<file path="src/rtl/mrtb_pkg.sv">
`default_nettype none

package mrtb_pkg;

    // Field and register widths
    localparam int TS_W        = 48;
    localparam int LEN_W       = 14;
    localparam int COLOR_W     = 2;
    localparam int RATE_W      = 32;
    localparam int BURST_W     = 24;
    localparam int TOTAL_W     = 64;
    localparam int FRAC_W      = 16;
    localparam int MUL_W       = 32;
    localparam int PROD_W      = 2 * MUL_W;

    // Bucket counts: only the first REG_BUCKETS buckets have registers
    localparam int REG_BUCKETS     = 2;
    localparam int NUM_BUCKETS_DEF = 2;

    // APB port
    localparam int APB_AW    = 5;
    localparam int APB_DW    = 32;
    localparam int REG_IDX_W = 3;

    // Cost of one packet in packet mode
    localparam logic [LEN_W-1:0] PACKET_COST = LEN_W'(1);

    typedef enum logic [REG_IDX_W-1:0] {
        REG_ENABLE,
        REG_COUNT_PKTS,
        REG_FIRST_RATE,
        REG_FIRST_BURST,
        REG_SECOND_RATE,
        REG_SECOND_BURST
    } reg_idx_t;

    typedef enum logic [2:0] {
        ST_IDLE,
        ST_MUL_LO,
        ST_MUL_HI,
        ST_SUM,
        ST_DIFF,
        ST_FILL,
        ST_DECIDE,
        ST_DONE
    } state_t;

    typedef struct packed {
        logic                                 enable;
        logic                                 count_packets;
        logic [REG_BUCKETS-1:0][RATE_W-1:0]   rate;
        logic [REG_BUCKETS-1:0][BURST_W-1:0]  burst;
        logic                                 refill;
    } mrtb_cfg_t;

endpackage

`default_nettype wire

</file>
<file path="src/rtl/mrtb_if.sv">
`default_nettype none

// Packet descriptor channel
interface mrtb_in_if;
    import mrtb_pkg::*;

    logic             valid;
    logic             ready;
    logic [TS_W-1:0]  timestamp_us;
    logic [LEN_W-1:0] packet_length;

    modport source (output valid, output timestamp_us, output packet_length, input ready);
    modport sink   (input valid, input timestamp_us, input packet_length, output ready);
endinterface

// Color result channel
interface mrtb_out_if;
    import mrtb_pkg::*;

    logic               valid;
    logic               ready;
    logic [COLOR_W-1:0] color;

    modport source (output valid, output color, input ready);
    modport sink   (input valid, input color, output ready);
endinterface

`default_nettype wire

</file>
<file path="src/rtl/multi_rate_token_bucket_meter.sv">
// Two-rate token-bucket packet meter.
// pkt_in carries one packet descriptor per transfer (timestamp_us, packet_length);
// pkt_out returns one color per packet: 0 conforms, k means bucket k-1 was short.
// Configuration goes through the APB port, one 32-bit register every 4 bytes;
// a write to any defined register refills every bucket to its burst size and
// clears the credited totals. pready is always high.
// Timing: one item at a time. A disabled meter goes straight from idle to its
// last step and returns the color from there. Enabled, each checked bucket takes
// two passes through the shared 32x32 multiplier, then sum, difference, fill and
// decide steps; checking stops at the first short bucket or after the last one,
// so up to 2 buckets are checked.
// The cycle after a register write, pkt_in.ready stays low while buckets refill.
// Reset clears the configuration registers, empties the buckets and drops any pending color.
// A stalled receiver holds the color in the output register; a finished packet
// then waits in its last step, and pkt_in.ready stays low until the color moves.
`default_nettype none

module multi_rate_token_bucket_meter #(
    parameter int NUM_BUCKETS = mrtb_pkg::NUM_BUCKETS_DEF
) (
    input  wire logic                        clk,
    input  wire logic                        rst_n,
    mrtb_in_if.sink                          pkt_in,
    mrtb_out_if.source                       pkt_out,
    input  wire logic                        psel,
    input  wire logic                        penable,
    input  wire logic                        pwrite,
    input  wire logic [mrtb_pkg::APB_AW-1:0] paddr,
    input  wire logic [mrtb_pkg::APB_DW-1:0] pwdata,
    output logic      [mrtb_pkg::APB_DW-1:0] prdata,
    output logic                             pready
);
    import mrtb_pkg::*;

    logic                 enable_reg;
    logic                 count_packets_reg;
    logic [RATE_W-1:0]    first_rate_reg;
    logic [BURST_W-1:0]   first_burst_reg;
    logic [RATE_W-1:0]    second_rate_reg;
    logic [BURST_W-1:0]   second_burst_reg;
    logic                 refill_reg;

    logic                 wr_en;
    logic                 wr_hit;
    reg_idx_t             reg_idx;
    mrtb_cfg_t            cfg;
    logic [MUL_W-1:0]     mul_a;
    logic [MUL_W-1:0]     mul_b;
    logic [PROD_W-1:0]    mul_p;

    assign pready  = 1'b1;
    assign wr_en   = psel && penable && pwrite;
    assign reg_idx = reg_idx_t'(paddr[APB_AW-1:2]);

    // Decode register index and read data
    always_comb
    begin
        wr_hit = 1'b1;
        case (reg_idx)
            REG_ENABLE:       prdata = APB_DW'(enable_reg);
            REG_COUNT_PKTS:   prdata = APB_DW'(count_packets_reg);
            REG_FIRST_RATE:   prdata = first_rate_reg;
            REG_FIRST_BURST:  prdata = APB_DW'(first_burst_reg);
            REG_SECOND_RATE:  prdata = second_rate_reg;
            REG_SECOND_BURST: prdata = APB_DW'(second_burst_reg);
            default:
            begin
                prdata = '0;
                wr_hit = 1'b0;
            end
        endcase
    end

    // Register writes; flag a refill for the cycle after
    always_ff @(posedge clk or negedge rst_n)
    begin
        if (!rst_n)
        begin
            enable_reg        <= 1'b0;
            count_packets_reg <= 1'b0;
            first_rate_reg    <= '0;
            first_burst_reg   <= '0;
            second_rate_reg   <= '0;
            second_burst_reg  <= '0;
            refill_reg        <= 1'b0;
        end
        else
        begin
            refill_reg <= wr_en && wr_hit;
            if (wr_en)
            begin
                case (reg_idx)
                    REG_ENABLE:       enable_reg        <= pwdata[0];
                    REG_COUNT_PKTS:   count_packets_reg <= pwdata[0];
                    REG_FIRST_RATE:   first_rate_reg    <= pwdata[RATE_W-1:0];
                    REG_FIRST_BURST:  first_burst_reg   <= pwdata[BURST_W-1:0];
                    REG_SECOND_RATE:  second_rate_reg   <= pwdata[RATE_W-1:0];
                    REG_SECOND_BURST: second_burst_reg  <= pwdata[BURST_W-1:0];
                    default:
                    begin
                    end
                endcase
            end
        end
    end

    assign cfg.enable        = enable_reg;
    assign cfg.count_packets = count_packets_reg;
    assign cfg.rate[0]       = first_rate_reg;
    assign cfg.rate[1]       = second_rate_reg;
    assign cfg.burst[0]      = first_burst_reg;
    assign cfg.burst[1]      = second_burst_reg;
    assign cfg.refill        = refill_reg;

    mrtb_core #(
        .NUM_BUCKETS (NUM_BUCKETS)
    ) u_core (
        .clk     (clk),
        .rst_n   (rst_n),
        .cfg     (cfg),
        .pkt_in  (pkt_in),
        .pkt_out (pkt_out),
        .mul_a   (mul_a),
        .mul_b   (mul_b),
        .mul_p   (mul_p)
    );

    mrtb_mul u_mul (
        .clk   (clk),
        .mul_a (mul_a),
        .mul_b (mul_b),
        .mul_p (mul_p)
    );

`ifndef SYNTHESIS
    // One packet in flight: ready drops right after a transfer
    assert property (@(posedge clk) disable iff (!rst_n)
        (pkt_in.valid && pkt_in.ready) |=> !pkt_in.ready)
        else $error("meter accepted a packet while busy");

    // Hold off packets during the refill after a register write
    assert property (@(posedge clk) disable iff (!rst_n)
        (wr_en && wr_hit) |=> !pkt_in.ready)
        else $error("packet accepted during bucket refill");

    // Color never names a bucket beyond the configured count
    assert property (@(posedge clk) disable iff (!rst_n)
        pkt_out.valid |-> (pkt_out.color <= COLOR_W'(NUM_BUCKETS)))
        else $error("color out of range");
`endif

endmodule

`default_nettype wire

</file>
<file path="src/rtl/mrtb_mul.sv">
`default_nettype none

module mrtb_mul (
    input  wire logic                        clk,
    input  wire logic [mrtb_pkg::MUL_W-1:0]  mul_a,
    input  wire logic [mrtb_pkg::MUL_W-1:0]  mul_b,
    output logic      [mrtb_pkg::PROD_W-1:0] mul_p
);
    import mrtb_pkg::*;

    logic [PROD_W-1:0] prod_reg;

    // Register the full product of one partial multiplication
    always_ff @(posedge clk)
    begin
        prod_reg <= PROD_W'(mul_a) * PROD_W'(mul_b);
    end

    assign mul_p = prod_reg;

endmodule

`default_nettype wire

</file>
<file path="src/rtl/mrtb_core.sv">
`default_nettype none

module mrtb_core #(
    parameter int NUM_BUCKETS = mrtb_pkg::NUM_BUCKETS_DEF
) (
    input  wire logic                        clk,
    input  wire logic                        rst_n,
    input  wire mrtb_pkg::mrtb_cfg_t         cfg,
    mrtb_in_if.sink                          pkt_in,
    mrtb_out_if.source                       pkt_out,
    output logic      [mrtb_pkg::MUL_W-1:0]  mul_a,
    output logic      [mrtb_pkg::MUL_W-1:0]  mul_b,
    input  wire logic [mrtb_pkg::PROD_W-1:0] mul_p
);
    import mrtb_pkg::*;

    localparam int ACTIVE = (NUM_BUCKETS < REG_BUCKETS) ? NUM_BUCKETS : REG_BUCKETS;
    localparam int IDX_W  = (ACTIVE > 1) ? $clog2(ACTIVE) : 1;

    state_t               state_reg, state_next;
    logic [IDX_W-1:0]     bkt_reg, bkt_next;
    logic                 out_valid_reg, out_valid_next;
    logic [COLOR_W-1:0]   out_color_reg, out_color_next;
    logic [TS_W-1:0]      ts_reg, ts_next;
    logic [LEN_W-1:0]     cost_reg, cost_next;
    logic [MUL_W-1:0]     lo_part_reg, lo_part_next;
    logic [TOTAL_W-1:0]   total_reg, total_next;
    logic [TOTAL_W-1:0]   add_reg, add_next;
    logic [BURST_W-1:0]   tok_reg, tok_next;
    logic [COLOR_W-1:0]   color_reg, color_next;
    logic [BURST_W-1:0]   tokens_reg [ACTIVE];
    logic [BURST_W-1:0]   tokens_next [ACTIVE];
    logic [TOTAL_W-1:0]   cred_reg [ACTIVE];
    logic [TOTAL_W-1:0]   cred_next [ACTIVE];

    logic                 accept;
    logic                 out_free;
    logic                 last_bkt;
    logic                 short_tok;
    logic [RATE_W-1:0]    rate_sel;
    logic [BURST_W-1:0]   burst_sel;
    logic [BURST_W-1:0]   room;

    assign accept    = pkt_in.valid && pkt_in.ready;
    assign out_free  = !out_valid_reg || pkt_out.ready;
    assign last_bkt  = (bkt_reg == IDX_W'(ACTIVE - 1));
    assign rate_sel  = cfg.rate[bkt_reg];
    assign burst_sel = cfg.burst[bkt_reg];
    assign room      = burst_sel - tok_reg;
    assign short_tok = (tok_reg < BURST_W'(cost_reg));

    // Next state
    always_comb
    begin
        state_next = state_reg;
        case (state_reg)
            ST_IDLE:
            begin
                if (accept)
                begin
                    state_next = cfg.enable ? ST_MUL_LO : ST_DONE;
                end
            end
            ST_MUL_LO: state_next = ST_MUL_HI;
            ST_MUL_HI: state_next = ST_SUM;
            ST_SUM:    state_next = ST_DIFF;
            ST_DIFF:   state_next = ST_FILL;
            ST_FILL:   state_next = ST_DECIDE;
            ST_DECIDE:
            begin
                state_next = (short_tok || last_bkt) ? ST_DONE : ST_MUL_LO;
            end
            ST_DONE:
            begin
                if (out_free)
                begin
                    state_next = ST_IDLE;
                end
            end
            default: state_next = ST_IDLE;
        endcase
    end

    // Handshake and multiplier operands
    always_comb
    begin
        pkt_in.ready  = (state_reg == ST_IDLE) && !cfg.refill;
        pkt_out.valid = out_valid_reg;
        pkt_out.color = out_color_reg;
        mul_b         = rate_sel;
        case (state_reg)
            ST_MUL_LO: mul_a = MUL_W'(ts_reg[FRAC_W-1:0]);
            default:   mul_a = ts_reg[TS_W-1:FRAC_W];
        endcase
    end

    // Datapath and bucket state
    always_comb
    begin
        bkt_next       = bkt_reg;
        ts_next        = ts_reg;
        cost_next      = cost_reg;
        lo_part_next   = lo_part_reg;
        total_next     = total_reg;
        add_next       = add_reg;
        tok_next       = tok_reg;
        color_next     = color_reg;
        out_color_next = out_color_reg;
        out_valid_next = out_valid_reg;
        for (int i = 0; i < ACTIVE; i++)
        begin
            tokens_next[i] = tokens_reg[i];
            cred_next[i]   = cred_reg[i];
        end

        // Drop the result once the receiver takes it
        if (out_valid_reg && pkt_out.ready)
        begin
            out_valid_next = 1'b0;
        end

        // Refill every bucket after a register write
        if (cfg.refill)
        begin
            for (int i = 0; i < ACTIVE; i++)
            begin
                tokens_next[i] = cfg.burst[i];
                cred_next[i]   = '0;
            end
        end

        case (state_reg)
            ST_IDLE:
            begin
                if (accept)
                begin
                    ts_next    = pkt_in.timestamp_us;
                    cost_next  = cfg.count_packets ? PACKET_COST : pkt_in.packet_length;
                    bkt_next   = '0;
                    color_next = '0;
                end
            end
            ST_MUL_HI:
            begin
                // Fraction part: (lo * rate) >> 16
                lo_part_next = mul_p[FRAC_W +: MUL_W];
            end
            ST_SUM:
            begin
                total_next = mul_p + TOTAL_W'(lo_part_reg);
            end
            ST_DIFF:
            begin
                if (total_reg > cred_reg[bkt_reg])
                begin
                    add_next           = total_reg - cred_reg[bkt_reg];
                    cred_next[bkt_reg] = total_reg;
                end
                else
                begin
                    add_next = '0;
                end
                tok_next = (tokens_reg[bkt_reg] > burst_sel) ? burst_sel : tokens_reg[bkt_reg];
            end
            ST_FILL:
            begin
                // Saturate at burst size
                if (add_reg >= TOTAL_W'(room))
                begin
                    tok_next = burst_sel;
                end
                else
                begin
                    tok_next = tok_reg + add_reg[BURST_W-1:0];
                end
            end
            ST_DECIDE:
            begin
                if (short_tok)
                begin
                    tokens_next[bkt_reg] = tok_reg;
                    color_next           = COLOR_W'(bkt_reg) + COLOR_W'(1);
                end
                else
                begin
                    tokens_next[bkt_reg] = tok_reg - BURST_W'(cost_reg);
                    if (!last_bkt)
                    begin
                        bkt_next = bkt_reg + IDX_W'(1);
                    end
                end
            end
            ST_DONE:
            begin
                if (out_free)
                begin
                    out_valid_next = 1'b1;
                    out_color_next = color_reg;
                end
            end
            default:
            begin
            end
        endcase
    end

    // Control and bucket state registers
    always_ff @(posedge clk or negedge rst_n)
    begin
        if (!rst_n)
        begin
            state_reg     <= ST_IDLE;
            bkt_reg       <= '0;
            out_valid_reg <= 1'b0;
            for (int i = 0; i < ACTIVE; i++)
            begin
                tokens_reg[i] <= '0;
                cred_reg[i]   <= '0;
            end
        end
        else
        begin
            state_reg     <= state_next;
            bkt_reg       <= bkt_next;
            out_valid_reg <= out_valid_next;
            for (int i = 0; i < ACTIVE; i++)
            begin
                tokens_reg[i] <= tokens_next[i];
                cred_reg[i]   <= cred_next[i];
            end
        end
    end

    // Payload registers
    always_ff @(posedge clk)
    begin
        ts_reg        <= ts_next;
        cost_reg      <= cost_next;
        lo_part_reg   <= lo_part_next;
        total_reg     <= total_next;
        add_reg       <= add_next;
        tok_reg       <= tok_next;
        color_reg     <= color_next;
        out_color_reg <= out_color_next;
    end

endmodule

`default_nettype wire
</file>
<file path="src/flat_wrapper.sv">
// flat-port wrapper written by rule: the top's interface ports become plain ports
module multi_rate_token_bucket_meter_flat import mrtb_pkg::*;
#(
    parameter int NUM_BUCKETS = mrtb_pkg::NUM_BUCKETS_DEF
)
  (clk, rst_n, psel, penable, pwrite, paddr, pwdata, prdata, pready, pkt_in_valid, pkt_in_timestamp_us, pkt_in_packet_length, pkt_in_ready, pkt_out_valid, pkt_out_color, pkt_out_ready);
  mrtb_in_if pkt_in_i ();
  mrtb_out_if pkt_out_i ();
  input  wire logic clk;
  input  wire logic rst_n;
  input  wire logic psel;
  input  wire logic penable;
  input  wire logic pwrite;
  input  wire logic [mrtb_pkg::APB_AW-1:0] paddr;
  input  wire logic [mrtb_pkg::APB_DW-1:0] pwdata;
  output logic      [mrtb_pkg::APB_DW-1:0] prdata;
  output logic pready;
  input wire logic [$bits(pkt_in_i.valid)-1:0] pkt_in_valid;
  input wire logic [$bits(pkt_in_i.timestamp_us)-1:0] pkt_in_timestamp_us;
  input wire logic [$bits(pkt_in_i.packet_length)-1:0] pkt_in_packet_length;
  output wire logic [$bits(pkt_in_i.ready)-1:0] pkt_in_ready;
  output wire logic [$bits(pkt_out_i.valid)-1:0] pkt_out_valid;
  output wire logic [$bits(pkt_out_i.color)-1:0] pkt_out_color;
  input wire logic [$bits(pkt_out_i.ready)-1:0] pkt_out_ready;
  assign pkt_in_i.valid = pkt_in_valid;
  assign pkt_in_i.timestamp_us = pkt_in_timestamp_us;
  assign pkt_in_i.packet_length = pkt_in_packet_length;
  assign pkt_in_ready = pkt_in_i.ready;
  assign pkt_out_valid = pkt_out_i.valid;
  assign pkt_out_color = pkt_out_i.color;
  assign pkt_out_i.ready = pkt_out_ready;
  multi_rate_token_bucket_meter #(.NUM_BUCKETS(NUM_BUCKETS)) u_core (.clk(clk), .rst_n(rst_n), .pkt_in(pkt_in_i), .pkt_out(pkt_out_i), .psel(psel), .penable(penable), .pwrite(pwrite), .paddr(paddr), .pwdata(pwdata), .prdata(prdata), .pready(pready));
endmodule
</file>
<file path="config.mk">
export PLATFORM = sky130hd
export DESIGN_NAME = multi_rate_token_bucket_meter_flat
export DESIGN_NICKNAME = d
export VERILOG_FILES = /design/src/rtl/mrtb_pkg.sv /design/src/rtl/mrtb_if.sv /design/src/rtl/multi_rate_token_bucket_meter.sv /design/src/rtl/mrtb_mul.sv /design/src/rtl/mrtb_core.sv /design/src/flat_wrapper.sv
export SDC_FILE = /design/constraint.sdc
export NUM_CORES = 2
export LEC_CHECK = 0
export BUFFER_PORTS_ARGS = -buffer_cell sky130_fd_sc_hd__buf_2
export CAP_MARGIN = 25
export CORE_ASPECT_RATIO = 1.1
export CORE_MARGIN = 5
export CORE_UTILIZATION = 32
export CTS_BUF_LIST = sky130_fd_sc_hd__clkbuf_4
export DETAILED_ROUTE_END_ITERATION = 10
export REMOVE_ABC_BUFFERS = 1
export SLEW_MARGIN = 30
export SYNTH_ARGS = -nofsm -noshare
export SYNTH_HDL_FRONTEND = slang
export SYNTH_HIERARCHICAL = 1
export SYNTH_SLANG_ARGS = --single-unit
</file>
<file path="constraint.sdc">
create_clock -name clk -period 16.1 [get_ports clk]
set_input_delay 2.415 -clock clk [delete_from_list [all_inputs] [get_ports clk]]
set_output_delay 2.415 -clock clk [all_outputs]
set_load 0.05 [all_outputs]
</file>
==> reports/metrics.cfg <==
[sta]
skew_ps = 143.0
clock.fmax_ghz = 0.09711
hold_violations = 0
rsz0062_at_grt = no
max_slew_margin_pct = 34.23
hold_ws_ps = 439.0
tns_ps = 0
tightest_slew_ps = 984.5
finalCriticalPeriod_ps = 10300
drv_slew = 0
setup_violations = 0
min_period_over_period_pct = 63.96

[cts]
cts_hold_buf = 0
ctsResizeCount = 0
clock_path_buffers = 3
insertion_delay_ps = 1170
cts_setup_buffers = 0
htreeDepth = 4
root_buffer = clkbuf_4
cts_sinks = 610
clk_pin_slew_ps = 60
cts_tree = done
cts_made_buffers = 175

[logic_synthesis]
dominantRegCellSynth = dfrtp_1
ys_ff_latch = 610
ys_seq_area_share_pct = 23.70
synthTopCellsByArea = fa_1 26%, edfxtp_1 11%, dfrtp_1 11%
ys_warn_count = 6
synth_cells = 7053
synth_top_area_share_pct = 26.40
yosys.area.top_type = fa_1
syn_area_per_cell_um2 = 9.688
post-synth-top-count-cell = inv_1
synth-edff-count = 250
synth_commonest_cells = 990 x inv_1, 901 x fa_1, 799 x nand2_1
yosysUniqueCellTypes = 92
synth_area_um2 = 68330
synth_async_sr_flop_share_pct = 48.52

[grt]
grtUsageTotal_pct = 17.42
grt_pass1_wl_mm = 308.9
grt_max_degree = 115
grt_overflow = 0
antenna_found_initial = 6
grt_pass1_vias = 55180

[finish]
fin_area_um2 = 74210
final_util_pct = 34.82
fin_nets = 8540
largest_register_ffs = 128
fillers = 21570
area_delta_synth_final_pct = 8.612
drive_above_1_share_pct = 10.52
seq_area_um2 = 16200
multi_input_area_um2 = 46960

[worst_setup_path]
cp_top_family = adder cells
criticalPathCategory = reg2reg
worst-path-buf-inv = 4
crit_path_top_delay_cell = mux2_2
cp-end-kind = flip-flop
setup.worst_path.start_class = flip-flop
required_ps = 17020
crit_fanout = 32
arrival_ps = 11210
slowest_delay_ps = 920
crit_top_cell = fa_1

[route]
first_pass_iters = 6
via_per_inst = 5.031
vias = 50360
ant_nets = 0
routedWlPerCell_um = 19.34
drt_iter0_drc = 2687
wl_mm = 193.6
drc = 0

[placement]
hpwlAfterDp_mm = 149.6
place_congestion = 0.9213
port_buffers = 139
placed_area_um2 = 71630

[die]
start_util_pct = 32.06
coreArea_um2 = 213100
ios = 143
dieArea_um2 = 222900
die_w_um = 450.6
die_h_um = 494.7
rows = 178

[worst_hold_path]
hold_class = reg2reg

[job]
cap_violations = 0

[outcome]
status = finished clean

## final cells by class
type / instances / area share, %
Inverter: 992 / 5.019
Antenna cell: 4 / 0.01349
Tap cell: 2790 / 4.704
Clock inverter: 62 / 0.6002
Timing Repair Buffer: 212 / 1.860
Sequential cell: 610 / 21.83
Clock buffer: 266 / 2.691
Multi-Input combinational cell: 5074 / 63.28
## metrics by stage
step | setup slack, ps | std cells
CTS | 5840 | 10000
floorplan | 3533 | 6676
global route | 5449 | 10010
global placement | 5899 | 9672
detailed placement | 5885 | 9674
finish | 5802 | 10010
## path summary, 6_finish.rpt
check / startpoint / endpoint / slack, ps / cells after the start
setup / recovery: u_core/u_core/state_reg[0] / u_core/u_mul/mul_p[62] / 5800 / 25
hold / removal: u_core/u_mul/mul_p[28] / u_core/u_core/lo_part_reg[12] / 440 / 0
setup reg to reg: u_core/u_core/state_reg[0] / u_core/u_mul/mul_p[62] / 5800 / 25
hold reg to reg: u_core/u_mul/mul_p[28] / u_core/u_core/lo_part_reg[12] / 440 / 0
max in group asynchronous: rst_n / u_core/second_rate_reg[14] / 12790 / 3
min in group asynchronous: rst_n / u_core/second_burst_reg[19] / 1400 / 1
## layer usage
metal  up-vias  track usage, %  share of wire (%)
li1      23010               -                  -
met1     25800           21.51                 42
met2      1180           31.13                 50
met3       363           2.004                3.6
met4         2           6.805                3.8
met5         -               0             0.0067
## layout by cell type (no fill, tap or decap), types with 137 or more instances in the layout
master and instances:
inv_1 988, fa_1 901, nand2_1 799, and2_1 608, ha_1 468, a21oi_1 298, dfrtp_1 294, clkbuf_4 266
edfxtp_1 250, nor2_1 207, mux2_2 181, o21ai_0 169, mux2i_1 162, buf_2 137
## logic make-up after synthesis
family / synth area share [%]
AND/OR/NAND/NOR: 16.32
adder cells (fa/ha/maj): 34.97
buffers and inverters: 7.808
AO/OA/AOI/OAI: 8.679
flip-flops: 23.70
multiplexers: 5.636
XOR/XNOR: 2.884
other: 0.005488
Power is left out: the tool's default activity adds up to more than one toggle a clock period on the data nets, which glitch-free logic cannot reach.
